<file path="src/hw/rtl/dpwp_pkg.sv">
package dpwp_pkg;

  localparam int PIX_W      = 12;
  localparam int DEPTH_W    = 16;
  localparam int COLOR_W    = 8;
  localparam int WORLD_W    = 24;
  localparam int CENTER_W   = 16;
  localparam int INV_W      = 24;
  localparam int ROT_W      = 48;
  localparam int ROT_ENT_W  = 16;
  localparam int TRANS_W    = 63;
  localparam int TRANS_ENT_W = 21;
  localparam int DX_W       = 17;
  localparam int Z_W        = 14;
  localparam int CAM_W      = 28;

  localparam int COORD_BITS_DEF  = 12;
  localparam int QUEUE_DEPTH_DEF = 4;

  localparam logic [DEPTH_W-1:0] DEPTH_MIN = 16'd10;
  localparam logic [DEPTH_W-1:0] DEPTH_MAX = 16'd10000;

  localparam int CFG_IDX_W  = 3;
  localparam int CFG_DATA_W = 63;

  localparam logic [CFG_IDX_W-1:0] REG_INV_FX = 3'd0;
  localparam logic [CFG_IDX_W-1:0] REG_INV_FY = 3'd1;
  localparam logic [CFG_IDX_W-1:0] REG_CX     = 3'd2;
  localparam logic [CFG_IDX_W-1:0] REG_CY     = 3'd3;
  localparam logic [CFG_IDX_W-1:0] REG_ROT_A  = 3'd4;
  localparam logic [CFG_IDX_W-1:0] REG_ROT_B  = 3'd5;
  localparam logic [CFG_IDX_W-1:0] REG_ROT_C  = 3'd6;
  localparam logic [CFG_IDX_W-1:0] REG_TRANS  = 3'd7;

  localparam logic [INV_W-1:0]    INV_F_RST = 24'd31957;
  localparam logic [CENTER_W-1:0] CX_RST    = 16'd5112;
  localparam logic [CENTER_W-1:0] CY_RST    = 16'd3832;
  localparam logic [ROT_W-1:0]    ROT_A_RST = 48'h0000_0000_4000;
  localparam logic [ROT_W-1:0]    ROT_B_RST = 48'h0000_4000_0000;
  localparam logic [ROT_W-1:0]    ROT_C_RST = 48'h4000_0000_0000;
  localparam logic [TRANS_W-1:0]  TRANS_RST = '0;

  typedef struct packed {
    logic [COLOR_W-1:0] blue;
    logic [COLOR_W-1:0] green;
    logic [COLOR_W-1:0] red;
  } color_t;

  typedef struct packed {
    logic signed [DX_W-1:0] dx;
    logic signed [DX_W-1:0] dy;
    logic [Z_W-1:0]         depth;
    color_t                 color;
  } item_t;

  typedef struct packed {
    logic [INV_W-1:0]      inv_fx;
    logic [INV_W-1:0]      inv_fy;
    logic [2:0][ROT_W-1:0] rot;
    logic [TRANS_W-1:0]    trans;
  } cfg_t;

endpackage

</file>
<file path="src/hw/rtl/dpwp_queue.sv">
module dpwp_queue
  import dpwp_pkg::*;
#(
  parameter int WIDTH = $bits(item_t),
  parameter int DEPTH = QUEUE_DEPTH_DEF
) (
  input  logic             clk,
  input  logic             rst_n,
  input  logic             push_valid,
  output logic             push_ready,
  input  logic [WIDTH-1:0] push_data,
  output logic             pop_valid,
  input  logic             pop_ready,
  output logic [WIDTH-1:0] pop_data
);

  localparam int AW = (DEPTH > 1) ? $clog2(DEPTH) : 1;
  localparam int CW = $clog2(DEPTH + 1);
  localparam logic [AW-1:0] LAST = AW'(DEPTH - 1);
  localparam logic [CW-1:0] FULL = CW'(DEPTH);

  logic [WIDTH-1:0] mem_r [DEPTH];
  logic [AW-1:0]    wr_r;
  logic [AW-1:0]    rd_r;
  logic [CW-1:0]    cnt_r;
  logic [AW-1:0]    wr_nxt;
  logic [AW-1:0]    rd_nxt;
  logic [CW-1:0]    cnt_nxt;
  logic             do_push;
  logic             do_pop;

  assign push_ready = (cnt_r != FULL);
  assign pop_valid  = (cnt_r != '0);
  assign do_push    = push_valid && push_ready;
  assign do_pop     = pop_valid && pop_ready;
  assign pop_data   = mem_r[rd_r];

  always_comb begin
    wr_nxt  = wr_r;
    rd_nxt  = rd_r;
    cnt_nxt = cnt_r;
    if (do_push) begin
      wr_nxt = (wr_r == LAST) ? '0 : wr_r + 1'b1;
    end
    if (do_pop) begin
      rd_nxt = (rd_r == LAST) ? '0 : rd_r + 1'b1;
    end
    if (do_push && !do_pop) begin
      cnt_nxt = cnt_r + 1'b1;
    end else if (do_pop && !do_push) begin
      cnt_nxt = cnt_r - 1'b1;
    end
  end

  always_ff @(posedge clk) begin
    if (!rst_n) begin
      wr_r  <= '0;
      rd_r  <= '0;
      cnt_r <= '0;
    end else begin
      wr_r  <= wr_nxt;
      rd_r  <= rd_nxt;
      cnt_r <= cnt_nxt;
    end
  end

  always_ff @(posedge clk) begin
    if (do_push) begin
      mem_r[wr_r] <= push_data;
    end
  end

endmodule

</file>
<file path="config.mk">
export PLATFORM = sky130hd
export DESIGN_NAME = dpwp_queue
export DESIGN_NICKNAME = d
export VERILOG_FILES = /design/src/hw/rtl/dpwp_pkg.sv /design/src/hw/rtl/dpwp_queue.sv
export SDC_FILE = /design/constraint.sdc
export NUM_CORES = 1
export LEC_CHECK = 0
export BUFFER_PORTS_ARGS = -buffer_cell sky130_fd_sc_hd__buf_2
export CAP_MARGIN = 20
export CORE_MARGIN = 3
export CORE_UTILIZATION = 45
export CTS_BUF_LIST = sky130_fd_sc_hd__clkbuf_16
export DETAILED_ROUTE_END_ITERATION = 16
export GPL_TIMING_DRIVEN = 1
export MAX_ROUTING_LAYER = met4
export SYNTH_ARGS = -nofsm -noshare
export SYNTH_HDL_FRONTEND = slang
export SYNTH_SLANG_ARGS = --single-unit
export TNS_END_PERCENT = 10
</file>
<file path="constraint.sdc">
create_clock -name clk -period 7.3 [get_ports clk]
set_clock_uncertainty 0.2 [all_clocks]
set_input_delay 0.73 -clock clk [delete_from_list [all_inputs] [get_ports clk]]
set_output_delay 0.73 -clock clk [all_outputs]
set_load 0.02 [all_outputs]
</file>
==> flow_summary.json <==
{
  "status": "completed",
  "first_global_vias": 5491,
  "synthAdderAreaFrac_pct": 0.876,
  "synthesis.nets": 510,
  "synth_top_family_by_area": "multiplexers",
  "syn_to_final_growth_pct": 19.4,
  "post_synth_most_frequent_cells": "sky130_fd_sc_hd__edfxtp_1 (288), sky130_fd_sc_hd__mux4_2 (72), sky130_fd_sc_hd__dfxtp_1 (9)",
  "netlist_instances": 427,
  "layout.filler_cells": 1855,
  "cts_repair_resize_count": 0,
  "route.final.wire_length_um": 20700,
  "num-nets-final": 679,
  "cellPowerDensity_nw_per_um2": 360,
  "synthesis.area_per_instance_um2": 25.4,
  "detail_route.first_pass.iterations": 4,
  "p_seq_share_pct": 46.7,
  "clock_path_buffers": 3,
  "synth.ff_latch_count": 297,
  "largest_net_degree_at_the_start_of_global_routing": 73,
  "fin_hold_ws_ps": 197,
  "synth_cell_type_count": 27,
  "post-cts-setup-buffers": 0,
  "placement_rows": 56,
  "clk_root_buffer_cell": "sky130_fd_sc_hd__clkbuf_16",
  "buffer_ports.inserted": 149,
  "synth_warnings": 0,
  "number_of_maximum_capacitance_violations": 0,
  "gp_congestion": 0.733,
  "drt_drc_violations_left": 0,
  "power.share.switching_pct": 27.2,
  "final.setup.tns_ps": 0,
  "r2r.worst_path.cells": 7,
  "post_synth_xor_area_fraction_pct": 0.161,
  "leakagePower_nw": 4.36,
  "drive_gt1_share_pct": 44.7,
  "post-synth-top-area-cell": "sky130_fd_sc_hd__edfxtp_1",
  "reg2reg_from": "cnt_r[1]$_SDFFE_PN0P_",
  "critical_path.startpoint_type": "flip-flop",
  "comb_power_share_pct": 21.4,
  "power.net_switching_mw": 1.27,
  "fin_crit_sh_pct": 53.3,
  "stdcell_count": 940,
  "grt_first_pass_wirelength_um": 31600,
  "tritoncts": "yes",
  "detail_route.iter0.violations": 367,
  "synth_most_common_cell": "sky130_fd_sc_hd__edfxtp_1",
  "worst-path-max-fanout": 44,
  "worst-path-buf-inv": 2,
  "fp.dieArea_um2": 26000,
  "antenna_found_initial": 2,
  "rrSetupSlack_ps": 4600,
  "ant_nets": 0,
  "h-tree-depth": 1,
  "critPathRequiredTime_ps": 6370,
  "relSlewSlack_pct": 38.2,
  "place_hpwl_um": 11900,
  "synth-compound-area-share_pct": 0.323,
  "slowest_stage": "sky130_fd_sc_hd__dfxtp_4",
  "worst_setup_hold_path_clk_slew_ps": 60,
  "count_of_vias_placed_by_the_detailed_router": 5004,
  "async_set_or_reset_register_ratio_after_synthesis_pct": 0,
  "fp.dieH_um": 161,
  "min-delay-path-class": "in2reg",
  "critPathKind": "reg2out",
  "register_area_um2": 8840,
  "fraction_of_power_consumed_by_the_clock_network_pct": 31.9,
  "syn-cell-area_um2": 10900,
  "crit-reg2reg-capture": "cnt_r[2]$_SDFFE_PN0P_",
  "cp-endpoint": "pop_data[37]",
  "drv_slew": 0,
  "post_synth_mux_area_share_pct": 15.1,
  "dpl.cell_count": 882,
  "cts-hold-fix-buffers": 0,
  "finalHoldViolations": 0,
  "global_route.overflow_total": 0,
  "clkLatencyLatePin_ps": 540,
  "final_setup_violation_count": 0,
  "vias_per_cell": 5.32,
  "core_area_um2": 23600,
  "die_width_um": 161,
  "grtUsageTotal_pct": 16.4,
  "min_period_ps": 3890,
  "cell_family_with_the_largest_share_of_critical_path_delay": "flip-flops",
  "cts.sink_count": 297,
  "synthesized_area_fraction_occupied_by_and_or_nand_nor_cells_pct": 1.08,
  "multiInputGateArea_um2": 1920,
  "critical_path.cell_chain": "buf_4 > mux4_2 > buf_2",
  "synth_top_area_share_pct": 79.7,
  "power.ir.vdd_worst_uv": 248,
  "synth.yosys.seq_area_share_pct": 81.4,
  "ys_top_cells_by_area": "sky130_fd_sc_hd__edfxtp_1 (80%), sky130_fd_sc_hd__mux4_2 (15%), sky130_fd_sc_hd__dfxtp_1 (1.7%)",
  "cts_made_buffers": 30,
  "postSynth.topFlopCell": "sky130_fd_sc_hd__edfxtp_1",
  "crit_arrival_ps": 2960,
  "initial_utilization_pct": 46.0,
  "fmax_mhz": 257,
  "grt_setup_unrepaired": "false",
  "critical_path_depth": 3,
  "synth-edff-count": 288,
  "io_pins": 150,
  "cellInternalPower_mw": 3.40,
  "worst_path_largest_cell_delay_ps": 960,
  "finish.utilization_pct": 54.9,
  "route.detailed.wl_per_inst_um": 22.0,
  "worst_setup_path_end_kind": "output pin",
  "tightestPinTransition_ps": 927
}
[power by group through the flow]
stage               Clock, mW  Combinational [mW]  Sequential [mW]
floorplan                   0               0.760             2.14
global placement            0               0.989             2.23
detailed placement          0                1.00             2.24
CTS                      1.53                1.01             2.21
global route             1.60                1.07             2.21
finish                   1.49                1.00             2.18
[stage by stage]
stage | power, mW | cell area (um2) | setup WS (ps)
floorplan | 2.90 | 10900 | 4810
global placement | 3.22 | 12000 | 3850
detailed placement | 3.25 | 12000 | 3810
CTS | 4.75 | 12900 | 3210
global route | 4.88 | 13000 | 3070
finish | 4.67 | 13000 | 3410
[layer usage]
| layer | track usage, % | up-vias | wire length [um] |
|---|---|---|---|
| met5 | - | - | 0 |
| met1 | 20.2 | 2657 | 8230 |
| met3 | 3.87 | 28 | 1330 |
| met2 | 27.9 | 148 | 10800 |
| li1 | - | 2171 | - |
| met4 | 3.79 | 0 | 323 |
[area by class of cell]
type / count / area share [%]
antenna: 3 / 0.0579
clock buffer: 31 / 5.99
clock inverter: 23 / 1.53
inverter: 3 / 0.0869
multi-input combinational: 109 / 14.8
sequential: 297 / 68.2
tap: 319 / 3.08
timing repair buffer: 155 / 6.26
[worst min path at each step]
| stage | from | to | slack, ps | cells past startpoint |
|---|---|---|---|---|
| after detailed placement | wr_r[1]$_SDFFE_PN0P_ | wr_r[1]$_SDFFE_PN0P_ | 300 | 2 |
| final | push_data[36] | mem_r[3][36]$_DFFE_PP_ | 200 | 1 |
| after global routing | push_data[6] | mem_r[0][6]$_DFFE_PP_ | 180 | 1 |
| after global placement | wr_r[1]$_SDFFE_PN0P_ | wr_r[1]$_SDFFE_PN0P_ | 280 | 2 |
| after CTS | push_data[36] | mem_r[3][36]$_DFFE_PP_ | 170 | 1 |
| after floorplan | wr_r[1]$_SDFFE_PN0P_ | wr_r[1]$_SDFFE_PN0P_ | 270 | 2 |
[layout by cell type (no fill, tap or decap)]
cell                        count
sky130_fd_sc_hd__a21boi_0       1
sky130_fd_sc_hd__nor2_1         2
sky130_fd_sc_hd__edfxtp_1     288
sky130_fd_sc_hd__buf_4          5
sky130_fd_sc_hd__buf_2        149
sky130_fd_sc_hd__and2_4         1
sky130_fd_sc_hd__fa_1           1
sky130_fd_sc_hd__o21ai_1        1
sky130_fd_sc_hd__buf_16         1
sky130_fd_sc_hd__diode_2        3
sky130_fd_sc_hd__and3_4         4
sky130_fd_sc_hd__nor2b_1        1
sky130_fd_sc_hd__dfxtp_4        2
sky130_fd_sc_hd__mux4_2        72
sky130_fd_sc_hd__o21ai_0        3
sky130_fd_sc_hd__clkinv_2       5
sky130_fd_sc_hd__bufinv_16      4
sky130_fd_sc_hd__dfxtp_1        7
sky130_fd_sc_hd__xor2_1         1
sky130_fd_sc_hd__clkbuf_16     31
sky130_fd_sc_hd__or3_2          2
sky130_fd_sc_hd__inv_1          9
sky130_fd_sc_hd__nand2_1        5
sky130_fd_sc_hd__or3b_1         1
sky130_fd_sc_hd__nand3_1        2
sky130_fd_sc_hd__mux2i_1        2
sky130_fd_sc_hd__clkinv_1       8
sky130_fd_sc_hd__o31ai_1        1
sky130_fd_sc_hd__xnor2_1        1
sky130_fd_sc_hd__ha_1           6
sky130_fd_sc_hd__nand4_1        1
sky130_fd_sc_hd__and2_1         1
[sequential cells by signal (all words and copies together) (netlist names), named ones only]
name   flops
mem_r    288
cnt_r      3
rd_r       2
wr_r       2
[logic make-up (layout without fill, tap and decap cells)]
| family | after synthesis | in the layout |
|---|---|---|
| simple gates | 20 | 20 |
| flops | 297 | 297 |
| xor+xnor | 2 | 2 |
| fa+ha+maj | 7 | 7 |
| buf+inv | 21 | 212 |
| other cells | 0 | 3 |
| mux | 74 | 74 |
| compound gates | 6 | 6 |
No activity file was read; power rests on OpenSTA's default activity.
