$ cat src/hw/rtl/dpwp_pkg.sv
package dpwp_pkg;

  localparam int PIX_W      = 12;
  localparam int DEPTH_W    = 16;
  localparam int COLOR_W    = 8;
  localparam int WORLD_W    = 24;
  localparam int CENTER_W   = 16;
  localparam int INV_W      = 24;
  localparam int ROT_W      = 48;
  localparam int ROT_ENT_W  = 16;
  localparam int TRANS_W    = 63;
  localparam int TRANS_ENT_W = 21;
  localparam int DX_W       = 17;
  localparam int Z_W        = 14;
  localparam int CAM_W      = 28;

  localparam int COORD_BITS_DEF  = 12;
  localparam int QUEUE_DEPTH_DEF = 4;

  localparam logic [DEPTH_W-1:0] DEPTH_MIN = 16'd10;
  localparam logic [DEPTH_W-1:0] DEPTH_MAX = 16'd10000;

  localparam int CFG_IDX_W  = 3;
  localparam int CFG_DATA_W = 63;

  localparam logic [CFG_IDX_W-1:0] REG_INV_FX = 3'd0;
  localparam logic [CFG_IDX_W-1:0] REG_INV_FY = 3'd1;
  localparam logic [CFG_IDX_W-1:0] REG_CX     = 3'd2;
  localparam logic [CFG_IDX_W-1:0] REG_CY     = 3'd3;
  localparam logic [CFG_IDX_W-1:0] REG_ROT_A  = 3'd4;
  localparam logic [CFG_IDX_W-1:0] REG_ROT_B  = 3'd5;
  localparam logic [CFG_IDX_W-1:0] REG_ROT_C  = 3'd6;
  localparam logic [CFG_IDX_W-1:0] REG_TRANS  = 3'd7;

  localparam logic [INV_W-1:0]    INV_F_RST = 24'd31957;
  localparam logic [CENTER_W-1:0] CX_RST    = 16'd5112;
  localparam logic [CENTER_W-1:0] CY_RST    = 16'd3832;
  localparam logic [ROT_W-1:0]    ROT_A_RST = 48'h0000_0000_4000;
  localparam logic [ROT_W-1:0]    ROT_B_RST = 48'h0000_4000_0000;
  localparam logic [ROT_W-1:0]    ROT_C_RST = 48'h4000_0000_0000;
  localparam logic [TRANS_W-1:0]  TRANS_RST = '0;

  typedef struct packed {
    logic [COLOR_W-1:0] blue;
    logic [COLOR_W-1:0] green;
    logic [COLOR_W-1:0] red;
  } color_t;

  typedef struct packed {
    logic signed [DX_W-1:0] dx;
    logic signed [DX_W-1:0] dy;
    logic [Z_W-1:0]         depth;
    color_t                 color;
  } item_t;

  typedef struct packed {
    logic [INV_W-1:0]      inv_fx;
    logic [INV_W-1:0]      inv_fy;
    logic [2:0][ROT_W-1:0] rot;
    logic [TRANS_W-1:0]    trans;
  } cfg_t;

endpackage

$ cat src/hw/rtl/dpwp_front.sv
module dpwp_front
  import dpwp_pkg::*;
#(
  parameter int COORD_BITS = COORD_BITS_DEF
) (
  input  logic                clk,
  input  logic                rst_n,
  input  logic                in_valid,
  output logic                in_ready,
  input  logic [PIX_W-1:0]    pixel_row,
  input  logic [PIX_W-1:0]    pixel_col,
  input  logic [DEPTH_W-1:0]  depth_mm,
  input  color_t              color,
  input  logic [CENTER_W-1:0] center_x,
  input  logic [CENTER_W-1:0] center_y,
  output logic                push_valid,
  input  logic                push_ready,
  output item_t               push_item
);

  localparam int MASK_BITS = (COORD_BITS < PIX_W) ? COORD_BITS : PIX_W;
  localparam logic [PIX_W-1:0] COORD_MASK = PIX_W'((33'd1 << MASK_BITS) - 33'd1);

  logic [PIX_W-1:0] row_m;
  logic [PIX_W-1:0] col_m;
  logic             keep;
  logic             take;
  item_t            item_nxt;
  item_t            item_r;
  logic             vld_r;
  logic             vld_nxt;

  assign row_m = pixel_row & COORD_MASK;
  assign col_m = pixel_col & COORD_MASK;
  assign keep  = !row_m[0] && !col_m[0] && (depth_mm >= DEPTH_MIN) && (depth_mm <= DEPTH_MAX);

  assign in_ready = !vld_r || push_ready;
  assign take     = in_valid && in_ready && keep;

  always_comb begin
    item_nxt.dx    = $signed({1'b0, col_m, 4'b0000}) - $signed({1'b0, center_x});
    item_nxt.dy    = $signed({1'b0, row_m, 4'b0000}) - $signed({1'b0, center_y});
    item_nxt.depth = depth_mm[Z_W-1:0];
    item_nxt.color = color;
  end

  assign vld_nxt = (vld_r && !push_ready) || take;

  always_ff @(posedge clk) begin
    if (!rst_n) begin
      vld_r <= 1'b0;
    end else begin
      vld_r <= vld_nxt;
    end
  end

  always_ff @(posedge clk) begin
    if (take) begin
      item_r <= item_nxt;
    end
  end

  assign push_valid = vld_r;
  assign push_item  = item_r;

endmodule

$ cat config.mk
export PLATFORM = sky130hd
export DESIGN_NAME = dpwp_front
export DESIGN_NICKNAME = d
export VERILOG_FILES = /design/src/hw/rtl/dpwp_pkg.sv /design/src/hw/rtl/dpwp_front.sv
export SDC_FILE = /design/constraint.sdc
export NUM_CORES = 1
export LEC_CHECK = 0
export BUFFER_PORTS_ARGS = -buffer_cell sky130_fd_sc_hd__buf_4
export CELL_PAD_IN_SITES_DETAIL_PLACEMENT = 1
export CELL_PAD_IN_SITES_GLOBAL_PLACEMENT = 1
export CORE_MARGIN = 2
export CORE_UTILIZATION = 33
export CTS_BUF_LIST = sky130_fd_sc_hd__clkbuf_8
export CTS_CLUSTER_SIZE = 30
export DETAILED_ROUTE_END_ITERATION = 12
export PLACE_DENSITY = 0.85
export SYNTH_ARGS = -nofsm -noshare
export SYNTH_HDL_FRONTEND = slang
export SYNTH_SLANG_ARGS = --single-unit
$ cat constraint.sdc
create_clock -name clk -period 3.45 [get_ports clk]
set_input_delay 0.69 -clock clk [delete_from_list [all_inputs] [get_ports clk]]
set_output_delay 0.69 -clock clk [all_outputs]
set_load 0.05 [all_outputs]
==> results by group, run 1 <==
Clocking
  – Setup Buffers After CTS: 0
  – H-tree Lvls: 3
  – CTS tree: done
  – Clock latency on the worst-skew pair: 0.34 ns
  – Post_cts resized: 0
  – Clock tree buffer depth: 2
  – Num CTS Buffers: 9
  – Clk slew on worst S/H paths: 0.08 ns
  – TritonCTS Sinks: 73
  – CTS Root Cell: clkbuf_8
  – CTS Hold Bufs: 0

Timing
  – Hold WS: 0.520 ns
  – Post-route setup TNS: 0 ns
  – Max-slew violations: 0
  – Slew headroom: 64.1%
  – Final Hold Fails: 0
  – RSZ-0062 raised after global routing: no
  – Tcrit/Tclk final: 71.8%
  – Fmax: 403 MHz
  – Slew @ Worst Pin: 0.524 ns
  – Final worst clock skew: 0.0117 ns
  – Finish-stage setup viols: 0
  – Minimum clock period: 2.48 ns

Global routing
  – GR Util All Layers: 17.4%
  – Vias in the first global route: 3417
  – Initial antenna violation count: 0
  – Largest net degree at the start of global routing: 52
  – Global-route wire length before repair: 17100 um
  – Grt ovf: 0

Cells and area
  – Layout cells sized above 1: 40.5%
  – Register area: 2180 um2
  – Post-route insts no fill: 636
  – Final Cell Area: 5400 um2
  – Area grow syn2layout: 43.8%
  – # diodes: 0
  – Final Net Count: 617
  – Area occupied by multi-input gates: 1410 um2
  – Fillers: 1216

Setup path
  – Crit path DAT: 2.49 ns
  – Crit end category: flip-flop
  – R2R Path Start: push_valid$_SDFF_PN0_
  – Number of cells on the critical path: 6
  – CP peak stage delay: 0.49 ns
  – Worst setup SP type: input pin
  – R2R depth: 3
  – CP Cell Sequence: buf_4, nor4_1, nand3_1, nor3_1, and2_4, buf_12
  – CP Data Required Time: 3.46 ns
  – CP Class: in2reg
  – CP delay by family, top: simple AND/OR/NAND/NOR gates
  – Critical-path top delay cell: nor4_1
  – CP Max Fanout: 51
  – Worst path buffer plus inverter count: 2
  – Reg-to-reg setup timing slack: 1.94 ns
  – Crit. Startpoint: pixel_col[0]

Logic synthesis
  – Mapped Cells: 308
  – Synthesized area: 3750 um2
  – Sequential element share of the synthesized area: 58.1%
  – Syn Area/Cell: 12.2 um2
  – Syn_nets: 434
  – Post-synth EDFFs: 72
  – Netlist cell types: 57
  – Async SR Flop Fraction: 0%
  – Ys Warns: 0
  – Post-synthesis register bit count: 73
  – Top FF cell, synth: edfxtp_1

Power
  – Int Pwr: 1460 uW
  – Power Total: 2020 uW
  – Max VDD drop: 0.000195 V
  – Clock network power share: 28.9%
  – Gate power share: 21.4%
  – Switching share of power: 27.8%
  – Seq pwr share: 49.8%
  – Power per standard cell area: 375 nW/um2
  – Sw Pwr: 563 uW
  – Pleak: 0.00236 uW

Drt
  – Routed WL: 10700 um
  – Routed WL per cell: 16.8 um
  – Drt via density: 4.97
  – DR pass1 iterations: 4
  – Detail Route Antenna Nets: 0
  – DR iter-0 viols: 77
  – Vias: 3159
  – DRC: 0

Floorplan
  – Starting Density: 34.2%
  – Floorplan die width: 111 um
  – Core Area: 11000 um2
  – Die Height: 111 um
  – Io pins: 174
  – Die ar.: 12200 um2
  – Num rows: 38

Placed design
  – DP Wirelength: 8680 um
  – Cell Area, Placed: 5230 um2
  – Routability cong.: 0.829
  – Inst Count DP: 620
  – PortBufs: 173

Flow run
  – Max cap viols: 0

Worst hold path
  – HP Start: color[18]
  – Hold/Removal Path Class: in2reg
  – Cell count of the worst hold path: 1

Status
  – Status: finished, final reports clean
==> sequential cells by signal, indices dropped and copies added, names as in the netlist <==
name,cells
push_item,72
push_valid,1
==> logic make-up after synthesis <==
family / share of synthesized area (%)
and+or+nand+nor: 11.2
DFF: 58.1
AOI/OAI and AO/OA: 12.8
buffers and inverters: 4.30
adders and majority gates: 8.67
xor gates and xnor gates: 4.67
muxes: 0.267
==> synthesized netlist by cell type (2+ instances only) <==
cell type	instances	area share (%)
nor2b_1	2	0.33
nand3_1	11	1.5
nor4_1	3	0.50
and2_1	2	0.33
nand2b_1	3	0.50
a211oi_1	3	0.60
inv_1	35	3.5
xor2_1	7	1.6
o21ai_1	2	0.27
xnor2_1	13	3.0
o2111ai_1	3	0.70
nand4_1	2	0.33
nand2_1	15	1.5
a21o_1	8	1.6
nor3_1	6	0.80
o21ai_0	9	1.2
a2111oi_0	2	0.47
o211ai_1	2	0.40
o31ai_1	2	0.40
a21oi_1	21	2.8
a31oi_1	3	0.50
nor2_1	22	2.2
ha_1	26	8.7
edfxtp_1	72	58
and3_1	2	0.33
==> final timing paths <==
check / to
min reg2reg: push_valid$_SDFF_PN0_
max: push_item[59]$_DFFE_PP_
max reg2reg: push_item[59]$_DFFE_PP_
min: push_item[18]$_DFFE_PP_
==> routing by layer <==
layer  track usage, %  vias to the layer above  wire length [um]
met4             6.67                        0               234
met2             33.4                       91              5960
met1             18.4                     1529              4050
met3             3.99                       18               455
li1                 -                     1521                 -
met5                0                        -                 0
==> layout make-up <==
class | instances | share of cell area, %
Sequential cell | 73 | 40.4
Multi-Input combinational cell | 197 | 26.2
Timing Repair Buffer | 175 | 24.6
Tap cell | 140 | 3.25
Inverter | 35 | 2.43
Clock buffer | 9 | 2.30
Clock inverter | 7 | 0.835
==> metrics by stage <==
stage               setup WS (ns)  util [%]
finish                      0.971      49.1
global route                0.867      49.1
CTS                         0.952      49.1
detailed placement          0.673      47.6
global placement            0.697      47.6
floorplan                  0.0409         -
==> layout by cell type, fill, tap and decap left out, types with 2 or more instances in the layout <==
master / instances
xor2_1: 7
nand4_1: 2
and3_1: 2
nor4_1: 3
o211ai_1: 2
ha_1: 26
nand2b_1: 3
o21ai_1: 2
nor2b_1: 2
a21oi_1: 21
nand2_1: 15
a2111oi_0: 2
a211oi_1: 3
o31ai_1: 2
nand3_1: 11
nor3_1: 6
buf_4: 174
clkinv_2: 4
inv_1: 35
edfxtp_1: 72
a31oi_1: 3
a21o_1: 8
clkbuf_8: 9
nor2_1: 22
o2111ai_1: 3
xnor2_1: 13
o21ai_0: 9
==> power by group through the flow <==
stage / registers [uW] / clock network, uW / logic [uW]
3_3_place_gp: 1030 / 0 / 411
2_1_floorplan: 1070 / 0 / 216
6_report: 1010 / 584 / 432
3_5_place_dp: 1030 / 0 / 431
4_1_cts: 1010 / 600 / 435
5_1_grt: 1010 / 629 / 475
Power figures use the tool's default switching activity.
==> run 2: changes to the inputs <==
--- a/config.mk
+++ b/config.mk
@@ -5,11 +5,12 @@
 export SDC_FILE = /design/constraint.sdc
 export NUM_CORES = 1
 export LEC_CHECK = 0
+export ABC_AREA = 1
 export BUFFER_PORTS_ARGS = -buffer_cell sky130_fd_sc_hd__buf_4
 export CELL_PAD_IN_SITES_DETAIL_PLACEMENT = 1
 export CELL_PAD_IN_SITES_GLOBAL_PLACEMENT = 1
 export CORE_MARGIN = 2
-export CORE_UTILIZATION = 33
+export CORE_UTILIZATION = 32
 export CTS_BUF_LIST = sky130_fd_sc_hd__clkbuf_8
 export CTS_CLUSTER_SIZE = 30
 export DETAILED_ROUTE_END_ITERATION = 12
==> constraint.sdc (replaced) <==
create_clock -name clk -period 2.2 [get_ports clk]
set_input_delay 0.44 -clock clk [delete_from_list [all_inputs] [get_ports clk]]
set_output_delay 0.44 -clock clk [all_outputs]
set_load 0.05 [all_outputs]
==> results by group, run 2 <==
Floorplan
  – Num rows: 40
  – Starting Density: 32.9%
  – Core Area: 12100 um2
  – Die ar.: 13300 um2
  – Die Height: 115 um
  – Floorplan die width: 115 um
  – Io pins: 174

Logic synthesis
  – Compound-cell area share of the yosys netlist: 5.78%
  – Syn Area/Cell: 9.50 um2
  – Yosys top cell area share: 54.6%
  – Largest family of logic cells by synthesized area: simple AND/OR/NAND/NOR gates
  – Multiplexer share of the synthesized area: 0%
  – Most instantiated cells after synthesis: nand2_1, inv_1, edfxtp_1
  – Synthesized area: 3960 um2
  – Top FF cell, synth: edfxtp_1
  – Simple-Gate Fraction of Synth Area: 19.9%
  – Top cells by area, synth: edfxtp_1, nand2_1, ha_1
  – Post-synthesis register bit count: 73
  – Mapped Cells: 417
  – Syn_nets: 543
  – Ys Warns: 0
  – Post-synth EDFFs: 72
  – Leading area contributor after synthesis: edfxtp_1
  – Adder-Cell Fraction of Synth Area: 8.21%
  – Netlist cell types: 23
  – Sequential element share of the synthesized area: 55.1%
  – Most frequent cell after synthesis: nand2_1
  – Post-synthesis xor/xnor area fraction: 3.54%
  – Async SR Flop Fraction: 0%

Cells and area
  – Area grow syn2layout: 44.7%
  – # diodes: 0
  – Final Net Count: 729
  – Commonest non-fill, non-tap cells in the layout: buf_4, nand2_1, inv_1
  – Layout cells sized above 1: 34.7%
  – Register area: 2190 um2
  – Max reg flops: 72
  – Area occupied by multi-input gates: 1500 um2
  – Fillers: 1411
  – Commonest non-fill, non-tap cell in the layout: buf_4

Timing
  – Post-route setup TNS: 0 ns
  – RSZ-0062 raised after global routing: no
  – Minimum clock period: 1.55 ns
  – Final Hold Fails: 0
  – Tcrit/Tclk final: 70.6%
  – Slew @ Worst Pin: 0.311 ns
  – Slew headroom: 79.2%
  – Finish-stage setup viols: 0
  – Max-slew violations: 0
  – PnR worst setup slack: 0.646 ns
  – Final worst clock skew: 0.00693 ns
  – Fmax: 644 MHz

Setup path
  – CP Max Fanout: 4
  – Crit path DAT: 1.67 ns
  – Crit end category: flip-flop
  – Reg-to-reg setup timing slack: 0.71 ns
  – CP Class: in2reg
  – Worst setup SP type: input pin
  – CP Data Required Time: 2.32 ns

Global routing
  – GR Layer Usage met2: 32.2%
  – GR Util All Layers: 17.2%
  – GRT met3 Usage: 3.00%
  – Initial antenna violation count: 0
  – Most used routing layer: met2
  – Largest net degree at the start of global routing: 56
  – Grt ovf: 0
  – Global-route wire length before repair: 17800 um
  – Met1 Use GR: 19.6%
  – Vias in the first global route: 3714

Clocking
  – Clk slew on worst S/H paths: 0.08 ns
  – CTS Root Cell: clkbuf_8
  – Post_cts resized: 0
  – TritonCTS Sinks: 73
  – Clock tree buffer depth: 2
  – Setup Buffers After CTS: 0
  – H-tree Lvls: 3
  – Num CTS Buffers: 9
  – Clock latency on the worst-skew pair: 0.35 ns
  – CTS Hold Bufs: 0
  – CTS tree: done

Drt
  – DR pass1 iterations: 5
  – DR iter-0 viols: 145
  – Routed WL per cell: 14.6 um
  – Detail Route Antenna Nets: 0
  – Vias: 3491
  – Routed WL: 11400 um
  – DRC: 0
  – Drt via density: 4.50

Power
  – Max VDD drop: 0.000216 V
  – Power per standard cell area: 580 nW/um2
  – Pleak: 0.00277 uW

Placed design
  – DP Worst Slack: 0.274 ns
  – PortBufs: 173
  – Routability cong.: 0.892
  – DP Wirelength: 9480 um

Worst hold path
  – Hold/Removal Path Class: in2reg

Flow run
  – Max cap viols: 0

Status
  – Status: finished, final reports clean
run 2: cell count changes after synthesis, sizes merged, moves of 6 or more:
cell   delta
nand2    +83
nand4     +6
nor2     +18
xnor2     -9
nand3    +18
inv      +44
a21o      -6
run 2: metal layers:
metal | share of wire (%) | up-vias
li1 | - | 1750
met1 | 41 | 1629
met2 | 54 | 95
met3 | 4.2 | 17
met4 | 1.6 | 0
met5 | 0 | -
run 2: logic make-up (layout without fill, tap and decap cells):
kind of cell | Yosys count | after routing
flops | 73 | 73
simple gates | 185 | 185
compound gates | 38 | 38
fa+ha+maj | 26 | 26
xor+xnor | 16 | 16
buf+inv | 79 | 270
run 2: path summary, 6_finish.rpt:
check                        startpoint                      end  cells past startpoint
setup / recovery           pixel_col[2]  push_item[70]$_DFFE_PP_                     10
hold / removal                color[10]  push_item[10]$_DFFE_PP_                      1
setup reg to reg  push_valid$_SDFF_PN0_  push_item[11]$_DFFE_PP_                      6
hold reg to reg   push_valid$_SDFF_PN0_    push_valid$_SDFF_PN0_                      2
run 2: layout make-up:
type                       count  area share, %
clock buffer                   9           2.16
tap                          168           3.67
clock inverter                 7           1.24
multi-input combinational    265           26.2
timing repair buffer         175           23.1
sequential                    73           38.1
inverter                      79           5.50
run 2: where the power goes:
part / internal [uW] / switching, uW / leakage (uW) / total [uW]
sequential: 1570 / 6.61 / 0.000655 / 1580
clock: 523 / 524 / 0.0000970 / 1050
combinational: 296 / 406 / 0.00202 / 702
run 2: metrics by stage:
step	utilization (%)	power [uW]	area [um2]	std cells	hold WS [ns]
after detailed placement	45.9	2310	5540	760	0.497
after global routing	47.5	3500	5730	776	0.231
after floorplan	-	2030	4000	417	0.539
after CTS	47.5	3360	5730	776	0.236
final	47.5	3320	5730	776	0.256
after global placement	45.9	2290	5540	760	0.492
run 2: worst max-delay path, stage by stage:
cell,delay [ns]
buf_4,0.11
ha_1,0.36
nand2_1,0.14
inv_1,0.07
a21oi_1,0.15
nand2_2,0.10
nand3_1,0.10
nand2_1,0.07
nand2_1,0.08
nand2_1,0.05
==> run 3: changes to the inputs <==
--- a/config.mk
+++ b/config.mk
@@ -5,16 +5,16 @@
 export SDC_FILE = /design/constraint.sdc
 export NUM_CORES = 1
 export LEC_CHECK = 0
-export ABC_AREA = 1
+export ABC_AREA = 0
 export BUFFER_PORTS_ARGS = -buffer_cell sky130_fd_sc_hd__buf_4
 export CELL_PAD_IN_SITES_DETAIL_PLACEMENT = 1
 export CELL_PAD_IN_SITES_GLOBAL_PLACEMENT = 1
 export CORE_MARGIN = 2
-export CORE_UTILIZATION = 32
+export CORE_UTILIZATION = 37
 export CTS_BUF_LIST = sky130_fd_sc_hd__clkbuf_8
 export CTS_CLUSTER_SIZE = 30
 export DETAILED_ROUTE_END_ITERATION = 12
-export PLACE_DENSITY = 0.85
+export PLACE_DENSITY = 0.9
 export SYNTH_ARGS = -nofsm -noshare
 export SYNTH_HDL_FRONTEND = slang
 export SYNTH_SLANG_ARGS = --single-unit
==> constraint.sdc (replaced) <==
create_clock -name clk -period 1.47 [get_ports clk]
set_input_delay 0.294 -clock clk [delete_from_list [all_inputs] [get_ports clk]]
set_output_delay 0.294 -clock clk [all_outputs]
set_load 0.05 [all_outputs]
==> results by group, run 3 (synthesized netlist as in run 1, its figures left out) <==
Status
  – Status: complete, but fails checks
  – Failing checks: setup timing

Global routing
  – Vias in the first global route: 4518
  – Initial antenna violation count: 0
  – Largest net degree at the start of global routing: 17
  – Global-route wire length before repair: 29500 um
  – GR Util All Layers: 36.3%
  – Grt ovf: 0

Setup path
  – Worst path buffer plus inverter count: 3
  – Crit end category: flip-flop
  – Worst setup SP type: input pin
  – CP Class: in2reg
  – CP Cell Sequence: buf_6, inv_4, ha_4, a2111oi_4, nand2b_1, buf_6, a31oi_4, nor2b_4, a221oi_4
  – CP Data Required Time: 1.63 ns
  – CP delay by family, top: compound AO/OA/AOI/OAI gates
  – Crit path DAT: 1.94 ns
  – Top cell by count, worst path: buf_6
  – CP peak stage delay: 0.35 ns
  – Critical-path top delay cell: a221oi_4
  – CP Max Fanout: 2

Timing
  – RSZ-0062 raised after global routing: yes
  – Max-slew violations: 0
  – Slew headroom: 65.1%
  – Tcrit/Tclk final: 121%
  – Minimum clock period: 1.78 ns
  – Final worst clock skew: 0.0115 ns
  – PnR worst setup slack: -0.313 ns
  – Fmax: 561 MHz
  – Slew @ Worst Pin: 0.523 ns
  – Final Hold Fails: 0
  – Finish-stage setup viols: 92

Clocking
  – CTS Hold Bufs: 0
  – CTS tree: done
  – Clk slew on worst S/H paths: 0.10 ns
  – CTS Root Cell: clkbuf_8
  – Clock latency on the worst-skew pair: 0.37 ns
  – Clock tree buffer depth: 2
  – TritonCTS Sinks: 73
  – Num CTS Buffers: 9
  – H-tree Lvls: 3

Power
  – Sw Pwr: 2090 uW
  – Gate power share: 31.6%
  – Switching share of power: 33.2%
  – Clock network power share: 30.8%
  – Power Total: 6290 uW
  – Pleak: 0.00299 uW
  – Int Pwr: 4210 uW
  – Max VDD drop: 0.000659 V
  – Power per standard cell area: 891 nW/um2
  – Seq pwr share: 37.6%

Cells and area
  – Final Net Count: 707
  – Fillers: 962
  – Post-route insts no fill: 719
  – Layout cells sized above 1: 63.5%
  – Max reg flops: 72
  – Final Cell Area: 7060 um2
  – # diodes: 0
  – Area grow syn2layout: 88.2%
  – Commonest non-fill, non-tap cell in the layout: buf_4
  – Commonest non-fill, non-tap cells in the layout: buf_4, edfxtp_1, inv_1

Floorplan
  – Die Height: 105 um
  – Floorplan die width: 105 um
  – Starting Density: 38.2%
  – Io pins: 174
  – Die ar.: 11000 um2
  – Core Area: 9820 um2
  – Num rows: 36

Drt
  – Vias: 4434
  – DRC: 0
  – DR iter-0 viols: 358
  – Drt via density: 6.17
  – DR pass1 iterations: 6
  – Routed WL: 25000 um
  – Detail Route Antenna Nets: 0
  – Routed WL per cell: 34.7 um

Placed design
  – Inst Count DP: 684
  – PortBufs: 173
  – DP Worst Slack: -0.567 ns
  – Routability cong.: 0.878
  – Cell Area, Placed: 6030 um2
  – DP Wirelength: 11000 um

Flow run
  – Max cap viols: 0

Worst hold path
  – Hold/Removal Path Class: in2reg
## run 3: layout make-up
class                      count  area (um2)  area share (%)
timing repair buffer         265        2240            31.8
sequential                    73        2180            30.9
multi-input combinational    197        2100            29.8
tap                          133         166            2.36
inverter                      35         151            2.14
clock buffer                   9         124            1.75
clock inverter                 7        93.8            1.33
## run 3: through the flow
step | hold slack (ns) | util, % | setup TNS, ns
4_1_cts | 0.101 | 68.5 | -1.33
6_report | 0.0987 | 71.9 | -10.51
3_5_place_dp | 0.474 | 61.5 | -43.84
5_1_grt | 0.0943 | 71.9 | -11.60
3_3_place_gp | 0.472 | 61.5 | -41.94
2_1_floorplan | 0.393 | - | -28.78
## run 3: worst reg2reg max path, cell delays in order, from the launching register on
cell and delay [ns]:
dfxtp_1 0.34, nand2b_2 0.11, and2_4 0.22, buf_8 0.17, clkbuf_16 0.16
## run 3: repair_timing
action,4_1_cts,5_1_grt
pin swaps,18,26
setup buffers,7,10
resized for setup,68,56
setup endpoints to repair,88,90
gates cloned,4,1
## run 3: power by group through the flow
| stage | sequential (uW) | combinational [uW] | clock, uW |
|---|---|---|---|
| 6_report | 2370 | 1990 | 1940 |
| 5_1_grt | 2370 | 2020 | 1970 |
| 4_1_cts | 2360 | 1530 | 1790 |
| 3_5_place_dp | 2410 | 1360 | 0 |
| 3_3_place_gp | 2410 | 1260 | 0 |
| 2_1_floorplan | 2510 | 606 | 0 |
## run 3: worst paths after layout
check	cells after the start	slack, ns	startpoint	endpoint
worst max-delay path	9	-0.31	center_x[7]	push_item[71]$_DFFE_PP_
worst min-delay path	1	0.1	color[18]	push_item[18]$_DFFE_PP_
worst min register to register	3	0.74	push_valid$_SDFF_PN0_	push_valid$_SDFF_PN0_
worst max register to register	4	0.21	push_valid$_SDFF_PN0_	push_item[15]$_DFFE_PP_
## run 3: routing by layer
| metal | up-vias | part of all wire [%] | track usage (%) |
|---|---|---|---|
| met2 | 433 | 49 | 66.2 |
| li1 | 1699 | - | - |
| met4 | 0 | 10 | 18.9 |
| met5 | - | 0 | 0 |
| met1 | 2129 | 32 | 39.7 |
| met3 | 173 | 9.3 | 6.92 |
